$ cat src/rtl/dcmp_pkg.sv
`timescale 1ns / 1ps

package dcmp_pkg;

    // APB address width: six 32-bit registers at byte addresses 0 to 20
    localparam int unsigned APB_AW = 5;

    // Register reset values
    localparam logic [30:0]        TORQUE_LIMIT_RST  = 31'h7FFF_FFFF;
    localparam logic [30:0]        INERTIA_RECIP_RST = 31'd65536;
    localparam logic signed [31:0] POSITION_MIN_RST  = 32'sh8000_0000;
    localparam logic signed [31:0] POSITION_MAX_RST  = 32'sh7FFF_FFFF;

    // Friction gain and the divide-by-1000 reciprocal: floor(x / 1000) equals
    // (x * RECIP_1000) >> BAND_SHIFT for every 31-bit x
    localparam logic signed [32:0] FRICTION_GAIN = 33'sd1000;
    localparam logic signed [32:0] RECIP_1000    = 33'sd2199023256;
    localparam int unsigned        BAND_SHIFT    = 41;
    localparam int unsigned        BAND_W        = 22;

    typedef struct packed {
        logic [30:0]        torque_limit;
        logic [30:0]        friction_torque;
        logic [30:0]        damping;
        logic [30:0]        inertia_recip;
        logic signed [31:0] position_min;
        logic signed [31:0] position_max;
    } t_cfg;

    typedef enum logic [3:0] {
        ST_IDLE,
        ST_BAND,
        ST_ANCHOR,
        ST_FRIC,
        ST_EFF,
        ST_ACC,
        ST_ACC_SAT,
        ST_MUL_DT,
        ST_VEL,
        ST_MUL_POS,
        ST_POS
    } t_state;

    typedef enum logic [2:0] {
        MUL_BAND,
        MUL_DAMP,
        MUL_FRIC,
        MUL_INERTIA,
        MUL_ACC_DT,
        MUL_VEL_DT
    } t_mul_sel;

    typedef struct packed {
        t_mul_sel mul_sel;
        logic     ld_item;
        logic     ld_anchor;
        logic     ld_part;
        logic     ld_eff;
        logic     ld_acc;
        logic     ld_vel;
        logic     commit;
    } t_dp_cmd;

    typedef struct packed {
        logic out_busy;
    } t_dp_sts;

endpackage

$ cat src/rtl/dcmp_ctrl.sv
`timescale 1ns / 1ps

module dcmp_ctrl (
    input  logic              i_clk,
    input  logic              i_rst_n,
    input  logic              i_in_valid,
    input  dcmp_pkg::t_dp_sts i_sts,
    output logic              o_in_ready,
    output dcmp_pkg::t_dp_cmd o_cmd
);

    dcmp_pkg::t_state r_state;
    dcmp_pkg::t_state n_state;

    // State register
    always_ff @(posedge i_clk) begin
        if (!i_rst_n) begin
            r_state <= dcmp_pkg::ST_IDLE;
        end else begin
            r_state <= n_state;
        end
    end

    // Step through the sequence, hold in the last step while the full result slot is not read
    always_comb begin
        n_state = r_state;
        case (r_state)
            dcmp_pkg::ST_IDLE: begin
                if (i_in_valid) begin
                    n_state = dcmp_pkg::ST_BAND;
                end
            end
            dcmp_pkg::ST_BAND:    n_state = dcmp_pkg::ST_ANCHOR;
            dcmp_pkg::ST_ANCHOR:  n_state = dcmp_pkg::ST_FRIC;
            dcmp_pkg::ST_FRIC:    n_state = dcmp_pkg::ST_EFF;
            dcmp_pkg::ST_EFF:     n_state = dcmp_pkg::ST_ACC;
            dcmp_pkg::ST_ACC:     n_state = dcmp_pkg::ST_ACC_SAT;
            dcmp_pkg::ST_ACC_SAT: n_state = dcmp_pkg::ST_MUL_DT;
            dcmp_pkg::ST_MUL_DT:  n_state = dcmp_pkg::ST_VEL;
            dcmp_pkg::ST_VEL:     n_state = dcmp_pkg::ST_MUL_POS;
            dcmp_pkg::ST_MUL_POS: n_state = dcmp_pkg::ST_POS;
            dcmp_pkg::ST_POS: begin
                if (!i_sts.out_busy) begin
                    n_state = dcmp_pkg::ST_IDLE;
                end
            end
            default: n_state = dcmp_pkg::ST_IDLE;
        endcase
    end

    // Drive datapath commands for each step
    always_comb begin
        o_in_ready      = 1'b0;
        o_cmd           = '0;
        o_cmd.mul_sel   = dcmp_pkg::MUL_BAND;
        case (r_state)
            dcmp_pkg::ST_IDLE: begin
                o_in_ready    = 1'b1;
                o_cmd.ld_item = i_in_valid;
            end
            dcmp_pkg::ST_BAND: begin
                o_cmd.mul_sel = dcmp_pkg::MUL_BAND;
            end
            dcmp_pkg::ST_ANCHOR: begin
                o_cmd.ld_anchor = 1'b1;
                o_cmd.mul_sel   = dcmp_pkg::MUL_DAMP;
            end
            dcmp_pkg::ST_FRIC: begin
                o_cmd.ld_part = 1'b1;
                o_cmd.mul_sel = dcmp_pkg::MUL_FRIC;
            end
            dcmp_pkg::ST_EFF: begin
                o_cmd.ld_eff = 1'b1;
            end
            dcmp_pkg::ST_ACC: begin
                o_cmd.mul_sel = dcmp_pkg::MUL_INERTIA;
            end
            dcmp_pkg::ST_ACC_SAT: begin
                o_cmd.ld_acc = 1'b1;
            end
            dcmp_pkg::ST_MUL_DT: begin
                o_cmd.mul_sel = dcmp_pkg::MUL_ACC_DT;
            end
            dcmp_pkg::ST_VEL: begin
                o_cmd.ld_vel = 1'b1;
            end
            dcmp_pkg::ST_MUL_POS: begin
                o_cmd.mul_sel = dcmp_pkg::MUL_VEL_DT;
            end
            dcmp_pkg::ST_POS: begin
                // keep the position product steady while stalled
                o_cmd.mul_sel = dcmp_pkg::MUL_VEL_DT;
                o_cmd.commit  = !i_sts.out_busy;
            end
            default: begin
                o_in_ready = 1'b0;
            end
        endcase
    end

endmodule

$ cat config.mk
export PLATFORM = sky130hd
export DESIGN_NAME = dcmp_ctrl
export DESIGN_NICKNAME = d
export VERILOG_FILES = /design/src/rtl/dcmp_pkg.sv /design/src/rtl/dcmp_ctrl.sv
export SDC_FILE = /design/constraint.sdc
export NUM_CORES = 1
export LEC_CHECK = 0
export ABC_CLOCK_PERIOD_IN_PS = 2890
export BUFFER_PORTS_ARGS = -buffer_cell sky130_fd_sc_hd__buf_2
export CAP_MARGIN = 20
export CORE_AREA = 2 2 39 41
export CTS_BUF_LIST = sky130_fd_sc_hd__clkbuf_16
export DETAILED_ROUTE_END_ITERATION = 10
export DIE_AREA = 0 0 41 43
export SLEW_MARGIN = 20
export SYNTH_ARGS = -nofsm -noshare
export SYNTH_HDL_FRONTEND = slang
export SYNTH_SLANG_ARGS = --single-unit
$ cat constraint.sdc
create_clock -name i_clk -period 2.89 [get_ports i_clk]
set_clock_uncertainty 0.05 [all_clocks]
set_input_delay 0.7225 -clock i_clk [delete_from_list [all_inputs] [get_ports i_clk]]
set_output_delay 0.7225 -clock i_clk [all_outputs]
set_load 0.005 [all_outputs]
Yosys cells after proc, flatten, opt, wreduce, memory -nomap -nowiden
Index checks and enable logic that the tools add are counted.

storage, ports and cells
  register bits = 4
  bits of input ports = 4
  logic and storage cells = 29

cells by class
  eq/ne operators = 12
  muxes and demuxes = 12
  reductions and logical operators = 4

operators with widths
  cell                  number
  $pmux W4 S11          1
  $eq A4 B3 Y1 const B  4
  $pmux W3 S5           1
  $eq A4 B4 Y1 const B  3
  $eq A4 B2 Y1 const B  2
  $mux W1               8
  $mux W4               2
  $eq A4 B1 Y1 const B  1
  $logic_not A4 Y1      1
  $ne A2 B2 Y1 const B  2
  $reduce_and A2 Y1     1
  $reduce_or A2 Y1      1
  $logic_not A1 Y1      1

Logic depth before layout (Yosys ltp)
Gate-level depths: netlist of run 1.

  depth after elaboration = 3
  mapped depth = 4
  gate-level depth less buffers = 3

Least setup slack after synthesis of run 1
Ideal clock, no wire load.

  kind = reg-to-output
  start = register r_state[0]
  end = output port o_cmd[6] (netlist bit)
  arrival = 1096 ps
  data required time = 2118 ps
  setup slack = 1022 ps
  stages on the path, launching flop included = 5
  path buffers = 1
  cells stage by stage = dfxtp_1 > buf_6 > or4_4 > inv_1 > and2_1

RTL lines
  element                 RTL line         text
  from (decl)             dcmp_ctrl.sv:12  dcmp_pkg::t_state r_state;
  from (signal assigned)  dcmp_ctrl.sv:18  r_state <= dcmp_pkg::ST_IDLE;
  from (signal assigned)  dcmp_ctrl.sv:20  r_state <= n_state;
  to (decl)               dcmp_ctrl.sv:9   output dcmp_pkg::t_dp_cmd o_cmd

==> impl_metrics.json, run 1 <==
{
  "status": "completed",
  "slew_viol_final": 0,
  "cts_hold_buffers": 0,
  "grt_pass1_wl_mm": 1.26,
  "via_count": 358,
  "firstDrtPassIters": 2,
  "die_h_um": 43,
  "met2_usage_pct": 13.1,
  "syn_inst": 46,
  "clock_latency_ps": 230,
  "yosysWarnings": 0,
  "p_leak_nw": 0.212,
  "drtIter0Drc": 7,
  "cellPowerDensity_nw_per_um2": 742,
  "nets": 65,
  "synthTopCellsByArea": "dfxtp_1, nor3_1, nand2b_1",
  "synthArstFlopShare_pct": 0,
  "drive_above_1_share_pct": 30.5,
  "slowest_stage": "or4_4",
  "grt_overflow_total": 0,
  "avgRoutedWirePerCell_um": 10.7,
  "end_kind": "output pin",
  "antenna_found_initial": 0,
  "cp_cell_sequence": "or4_4, inv_1, and2_1, buf_2",
  "regMostFlops": "r_state",
  "cts_buffer_depth": 2,
  "num_antenna_cells": 0,
  "swShare_pct": 23.2,
  "clock-sinks": 4,
  "hold_ws_ps": 614,
  "gr-usage-met1_pct": 14.8,
  "drv_cap": 0,
  "reg_top3": "r_state x4",
  "htree_levels": 1,
  "cp.arrival_ps": 1490,
  "layout_common_cells": "buf_2, nor3_1, nand2b_1, dfxtp_1",
  "dpl_cell_area_sq_um": 400,
  "synth_top_flop_cell": "dfxtp_1",
  "largest_reg_flops": 4,
  "vdd_drop_max_mv": 0.554,
  "drcViolationCount": 0,
  "syn_avg_cell_area_sq_um": 7.32,
  "cts_resized": 0,
  "grt_usage_pct": 10.6,
  "clock.fmax_mhz": 442,
  "synth_largest_area_cell": "dfxtp_1",
  "synth-seq-area-share_pct": 23.8,
  "worstSetupPathType": "reg2out",
  "area_growth_pct": 41.3,
  "postCtsSetupRepairBufs": 0,
  "grt_pass1_vias": 294,
  "chipWidth_um": 41,
  "p_comb_share_pct": 16.8,
  "cp_data_required_time_ps": 2120,
  "numCtsBuffers": 3,
  "fin_crit_sh_pct": 78.3,
  "start_kind": "register",
  "p_int_mw": 0.271,
  "grt.busiest_layer": "met1",
  "viasPerCell": 4.77,
  "core-area_sq_um": 1380,
  "p_clk_share_pct": 61.7,
  "seqPwrFrac_pct": 21.5,
  "die_area_sq_um": 1760,
  "slew_headroom_pct": 71.3,
  "cp_max_fo": 12,
  "finish.utilization_pct": 34.4,
  "synth_cell_types": 24,
  "finalCriticalPeriod_ps": 2260,
  "ios": 15,
  "clockRootBuffer": "clkbuf_16",
  "met3_usage_pct": 7.85,
  "fin_setup_tns_ps": 0,
  "path_clk_slew_ps": 30,
  "final_cell_area_sq_um": 475,
  "hold_violations": 0,
  "rows": 14,
  "synth_area_sq_um": 337,
  "detail-route-antenna-nets": 0,
  "slowest_delay_ps": 570,
  "routabilityCongestion": 0.744,
  "syn_nets": 50,
  "cts_tree": "built",
  "worst_slew_pin_slew_ps": 431,
  "wirelength_um": 803,
  "total_power_mw": 0.353,
  "start_util_pct": 24.3,
  "holdCritPathClass": "reg2reg",
  "ys_ff_latch": 4,
  "net-switching-power_mw": 0.0819,
  "io_buffers": 14,
  "rsz0062_at_grt": "no",
  "setup_viol": 0,
  "layout_commonest_cell": "buf_2",
  "synth_top_area_share_pct": 23.8,
  "hpwl_um": 571,
  "grt_max_degree": 15,
  "synth_edf_count": 0
}
stage by stage:
stage          std cells  worst slack [ps]
4_1_cts               75               637
2_1_floorplan         46              1020
5_1_grt               75               557
6_report              75               626
3_3_place_gp          72               896
3_5_place_dp          72               872
layer usage:
layer | routed length (um) | up-vias | part of all wire [%]
li1 | - | 188 | -
met5 | 0 | - | 0
met3 | 57 | 0 | 7.1
met1 | 396 | 158 | 49
met2 | 349 | 12 | 43
met4 | 0 | 0 | 0
cell families (layout without fill, tap and decap cells):
kind of cell              after synthesis  in the layout  synth area share (%)
and+or+nand+nor                        22             22                  39.4
AOI/OAI and AO/OA                      11             11                  20.5
buffers and inverters                   7             20                  11.2
DFF                                     4              4                  23.8
xor gates and xnor gates                2              2                  5.21
power groups by stage:
stage	combinational (mW)	clock (mW)	sequential (mW)
final	0.0593	0.218	0.0758
after global routing	0.0676	0.226	0.0774
after CTS	0.0599	0.221	0.0755
after detailed placement	0.0595	0	0.0764
after global placement	0.0591	0	0.0761
after floorplan	0.0546	0	0.0642
cell usage after synthesis (2+ instances only):
master / count
a21oi_1: 3
and2_1: 2
buf_2: 3
dfxtp_1: 4
inv_1: 3
nand2b_1: 4
nor2_1: 3
nor3_1: 6
o21ai_0: 2
xnor2_1: 2
critical path, delay by kind of cell, from the launching register on:
kind,cells,cell delay [ps]
DFF,1,400
and+or+nand+nor,2,680
buffers and inverters,2,180
final cells by class:
| class | count | area, sq um |
|---|---|---|
| fillers | 147 | 908 |
| inverters | 3 | 11.3 |
| multi-input cells | 35 | 219 |
| clock buffers | 3 | 75.1 |
| repair buffers | 14 | 70.1 |
| flip-flops and latches | 4 | 80.1 |
| well taps | 16 | 20.0 |
path summary, 6_finish.rpt:
check	startpoint	end	cells past startpoint	slack [ps]
setup / recovery	r_state[3]	o_cmd[6]	4	630
hold / removal	r_state[3]	r_state[2]	1	610
setup reg to reg	r_state[3]	r_state[1]	3	1500
hold reg to reg	r_state[3]	r_state[2]	1	610
No activity file was read; power rests on OpenSTA's default activity.
==> run 2: changes to the inputs <==
--- a/config.mk
+++ b/config.mk
@@ -5,7 +5,7 @@
 export SDC_FILE = /design/constraint.sdc
 export NUM_CORES = 1
 export LEC_CHECK = 0
-export ABC_CLOCK_PERIOD_IN_PS = 2890
+export ABC_CLOCK_PERIOD_IN_PS = 2050
 export BUFFER_PORTS_ARGS = -buffer_cell sky130_fd_sc_hd__buf_2
 export CAP_MARGIN = 20
 export CORE_AREA = 2 2 39 41
==> constraint.sdc (replaced) <==
create_clock -name i_clk -period 2.05 [get_ports i_clk]
set_clock_uncertainty 0.05 [all_clocks]
set_input_delay 0.5125 -clock i_clk [delete_from_list [all_inputs] [get_ports i_clk]]
set_output_delay 0.5125 -clock i_clk [all_outputs]
set_load 0.005 [all_outputs]
==> impl_metrics.json, run 2 (same netlist as run 1, synthesis figures left out) <==
{
  "slowest_delay_ps": 510,
  "reg_top3": "r_state x4",
  "dpl_cell_area_sq_um": 415,
  "drive_above_1_share_pct": 34.4,
  "crit_path_start": "r_state[0]",
  "cp.arrival_ps": 1400,
  "grt_usage_pct": 11.0,
  "cp_cell_sequence": "or4_4, inv_1, and2_1, buf_2",
  "numCtsBuffers": 3,
  "slowest_stage": "or4_4",
  "chipWidth_um": 41,
  "path_clk_slew_ps": 30,
  "grt_pass1_wl_mm": 1.24,
  "rsz0062_at_grt": "no",
  "cp_max_fo": 10,
  "avgRoutedWirePerCell_um": 10.9,
  "layout_common_cells": "buf_2, nor3_1, nand2b_1",
  "hold_ws_ps": 498,
  "cts_tree": "built",
  "clockRootBuffer": "clkbuf_16",
  "cellPowerDensity_nw_per_um2": 1010,
  "fin_setup_tns_ps": 0,
  "final_cell_area_sq_um": 492,
  "core-area_sq_um": 1380,
  "start_kind": "register",
  "die_area_sq_um": 1760,
  "firstDrtPassIters": 4,
  "p_leak_nw": 0.223,
  "die_h_um": 43,
  "vdd_drop_max_mv": 0.557,
  "io_buffers": 14,
  "reg2reg_from": "r_state[3]",
  "pre_cts_slack_ps": 320,
  "via_count": 382,
  "nets": 67,
  "finalCriticalPeriod_ps": 1960,
  "routabilityCongestion": 0.769,
  "viasPerCell": 4.96,
  "reg2regPathDepth": 3,
  "hp-start": "i_rst_n",
  "cp_data_required_time_ps": 1490,
  "detail-route-antenna-nets": 0,
  "ff_latch_area_sq_um": 81.3,
  "hold_violations": 0,
  "fin_crit_sh_pct": 95.8,
  "cts_buffer_depth": 2,
  "wirelength_um": 837,
  "status": "completed",
  "crit_cells": 4,
  "start_util_pct": 24.3,
  "htree_levels": 1,
  "end_kind": "output pin",
  "drtIter0Drc": 19,
  "antenna_found_initial": 0,
  "slew_headroom_pct": 80.8,
  "setup_viol": 0,
  "slew_viol_final": 0,
  "grt_pass1_vias": 311,
  "drcViolationCount": 0,
  "num_antenna_cells": 0,
  "multiInputGateArea_sq_um": 219,
  "fill_cells": 146,
  "setup_slack_ps": 86.1,
  "ios": 15,
  "grt_overflow_total": 0,
  "worst_slew_pin_slew_ps": 287,
  "rows": 14,
  "grt_max_degree": 15,
  "critPathTopFamily": "simple AND/OR/NAND/NOR gates",
  "drv_cap": 0,
  "regMostFlops": "r_state",
  "largest_reg_flops": 4,
  "whs_path_depth": 2,
  "clock-sinks": 4,
  "area_growth_pct": 46.1,
  "holdCritPathClass": "in2reg",
  "crit_buf_inv": 2,
  "clock_latency_ps": 230,
  "cts_hold_buffers": 0,
  "clock.fmax_mhz": 509,
  "finish.utilization_pct": 35.5,
  "worstSetupPathType": "reg2out",
  "hpwl_um": 583,
  "layout_commonest_cell": "buf_2"
}
==> run 2: changes by cell type in the layout (fill, tap and decap cells not counted), sizes merged <==
cell  previous run  this run
buf             14        16
==> run 2: path summary, 6_finish.rpt <==
kind	end	slack (ps)
worst max register to register	r_state[0]	730
worst max-delay path	o_cmd[6]	90
worst min-delay path	r_state[3]	500
worst min register to register	r_state[2]	540
==> run 2: through the flow <==
stage	cells	power (mW)
4_1_cts	77	0.504
6_report	77	0.498
2_1_floorplan	46	0.168
3_3_place_gp	74	0.193
5_1_grt	77	0.520
3_5_place_dp	74	0.194
==> run 2: repair_timing <==
| action | 4_1_cts | 5_1_grt |
|---|---|---|
| resized for setup | 0 | 1 |
| buffers inserted | 0 | 0 |
| endpoints found under the setup margin | 0 | 2 |
==> run 2: where the power goes <==
group | switching, mW | leakage (nW) | total (mW) | internal [mW]
Combinational | 0.0422 | 0.153 | 0.0910 | 0.0488
Clock | 0.0555 | 0.0370 | 0.305 | 0.249
Sequential | 0.0164 | 0.0331 | 0.103 | 0.0863
==> run 2: final cells by class <==
cell class	count	share of cell area, %
inverter	3	2.29
clock buffer	3	15.3
sequential	4	16.5
tap	16	4.07
multi-input combinational	35	44.5
timing repair buffer	16	17.3
==> run 2: per-layer routing <==
layer | wire length, um | vias up | share of wire (%) | global-route usage (%)
met5 | 0 | - | 0 | 0
met4 | 15 | 0 | 1.8 | 6.00
met3 | 87 | 2 | 10 | 8.38
met2 | 372 | 14 | 44 | 12.8
met1 | 360 | 171 | 43 | 14.1
li1 | - | 195 | - | -
==> run 3: changes to the inputs <==
--- a/config.mk
+++ b/config.mk
@@ -5,6 +5,7 @@
 export SDC_FILE = /design/constraint.sdc
 export NUM_CORES = 1
 export LEC_CHECK = 0
+export ABC_AREA = 1
 export ABC_CLOCK_PERIOD_IN_PS = 2050
 export BUFFER_PORTS_ARGS = -buffer_cell sky130_fd_sc_hd__buf_2
 export CAP_MARGIN = 20
==> impl_metrics.json, run 3 <==
{
  "multiInputGateArea_sq_um": 168,
  "cp.arrival_ps": 1210,
  "hold_violations": 0,
  "firstDrtPassIters": 2,
  "clock_latency_ps": 220,
  "die_h_um": 43,
  "synth_largest_area_cell": "dfxtp_1",
  "syn_inst": 51,
  "pre_cts_slack_ps": 496,
  "area_growth_pct": 57.1,
  "yosysWarnings": 0,
  "p_leak_nw": 0.267,
  "ff_latch_area_sq_um": 80.1,
  "routabilityCongestion": 0.710,
  "end_kind": "output pin",
  "drive_above_1_share_pct": 33.8,
  "postCtsSetupRepairBufs": 0,
  "worst_slew_pin_slew_ps": 271,
  "grt_pass1_wl_mm": 1.04,
  "synthArstFlopShare_pct": 0,
  "regMostFlops": "r_state",
  "rsz0062_at_grt": "no",
  "grt_usage_pct": 8.83,
  "cp_max_fo": 6,
  "cts_hold_buffers": 0,
  "hp-start": "i_rst_n",
  "synth_area_sq_um": 289,
  "vdd_drop_max_mv": 0.468,
  "setup_slack_ps": 273,
  "rows": 14,
  "htree_levels": 1,
  "reg2regPathDepth": 4,
  "die_area_sq_um": 1760,
  "holdCritPathClass": "in2reg",
  "fill_cells": 163,
  "start_kind": "register",
  "syn_nets": 55,
  "reg_top3": "r_state x4",
  "num_antenna_cells": 0,
  "hpwl_um": 574,
  "synth_top_area_share_pct": 27.7,
  "synth_edf_count": 0,
  "avgRoutedWirePerCell_um": 8.02,
  "detail-route-antenna-nets": 0,
  "syn_avg_cell_area_sq_um": 5.67,
  "grt_pass1_vias": 290,
  "clockRootBuffer": "clkbuf_16",
  "ios": 15,
  "cts_buffer_depth": 2,
  "largest_reg_flops": 4,
  "cp_data_required_time_ps": 1490,
  "io_buffers": 14,
  "layout_common_cells": "buf_2, nor2_1, nand2_1, inv_1",
  "synthTopCellsByCount": "nor2_1, inv_1, nand2_1",
  "finalCriticalPeriod_ps": 1780,
  "grt_max_degree": 7,
  "r2r-end": "r_state[0]",
  "synth_most_common_cell": "nor2_1",
  "cts_resized": 0,
  "start_util_pct": 20.9,
  "wirelength_um": 674,
  "synth-seq-area-share_pct": 27.7,
  "whs_path_depth": 3,
  "antenna_found_initial": 0,
  "drtIter0Drc": 4,
  "layout_commonest_cell": "buf_2",
  "reg2reg_slack_ps": 1010,
  "slew_viol_final": 0,
  "ys_ff_latch": 4,
  "synth_cell_types": 12,
  "fin_crit_sh_pct": 86.7,
  "chipWidth_um": 41,
  "grt_overflow_total": 0,
  "drv_cap": 0,
  "numCtsBuffers": 3,
  "crit_path_start": "r_state[0]",
  "worstSetupPathType": "reg2out",
  "whs_endpoint": "r_state[1]",
  "slew_headroom_pct": 81.8,
  "setup_viol": 0,
  "synth_top_flop_cell": "dfxtp_1",
  "viasPerCell": 4.01,
  "cts_tree": "built",
  "via_count": 337,
  "clock-sinks": 4,
  "status": "completed",
  "nets": 74,
  "synthTopCellsByArea": "dfxtp_1, nor2_1, inv_1",
  "clock.fmax_mhz": 563,
  "core-area_sq_um": 1380,
  "cellPowerDensity_nw_per_um2": 1010,
  "path_clk_slew_ps": 30,
  "fin_setup_tns_ps": 0,
  "reg2reg_from": "r_state[2]",
  "drcViolationCount": 0
}
==> run 3: cell count changes after synthesis, sizes merged, moves of 4 or more <==
| cell | change |
|---|---|
| nand3 | +5 |
| nand2b | -4 |
| nor2 | +11 |
| inv | +8 |
| buf | -4 |
| nand2 | +9 |
==> run 3: worst max-delay path by stage <==
stage / to / cells after the start
global route: o_cmd[9] / 5
CTS: o_cmd[9] / 5
global placement: o_cmd[9] / 5
floorplan: o_cmd[9] / 5
finish: o_cmd[9] / 5
detailed placement: o_cmd[9] / 5
==> run 3: logic make-up (layout without fill, tap and decap cells) <==
family,Yosys count,after routing,synth area share [%]
AO/OA/AOI/OAI,4,4,9.52
buffers and inverters,11,28,14.3
flip-flops,4,4,27.7
AND/OR/NAND/NOR,32,32,48.5
==> run 3: metrics by stage <==
step / utilization (%) / instances / area [sq um] / hold slack (ps) / power, mW
detailed placement: 27.4 / 81 / 379 / 589 / 0.163
finish: 32.8 / 84 / 454 / 527 / 0.459
CTS: 32.8 / 84 / 454 / 520 / 0.468
global route: 32.8 / 84 / 454 / 541 / 0.484
floorplan: - / 51 / 289 / 530 / 0.137
global placement: 27.4 / 81 / 379 / 582 / 0.162
==> run 3: power breakdown <==
group / leakage [nW] / total, mW / switching (mW) / internal, mW
Clock: 0.0370 / 0.299 / 0.0498 / 0.249
Sequential: 0.0328 / 0.0938 / 0.00920 / 0.0846
Combinational: 0.197 / 0.0667 / 0.0389 / 0.0278
==> run 3: worst max-delay path, stage by stage (launching register included) <==
cell and delay [ps]:
dfxtp_1 430, nor2_1 120, nor2_1 160, nand2_1 80
o21ai_0 70, buf_2 130
==> run 3: final cells by class <==
type	instances	area share [%]
Timing Repair Buffer	14	15.4
Tap cell	16	4.41
Multi-Input combinational cell	36	36.9
Inverter	11	9.09
Clock buffer	3	16.5
Sequential cell	4	17.6
==> run 3: routing by layer <==
metal	wire (um)	part of all wire, %	GRT usage [%]
met5	0	0	0
met4	0	0	8.00
met3	41	6.1	1.57
met2	314	47	13.1
met1	317	47	9.94
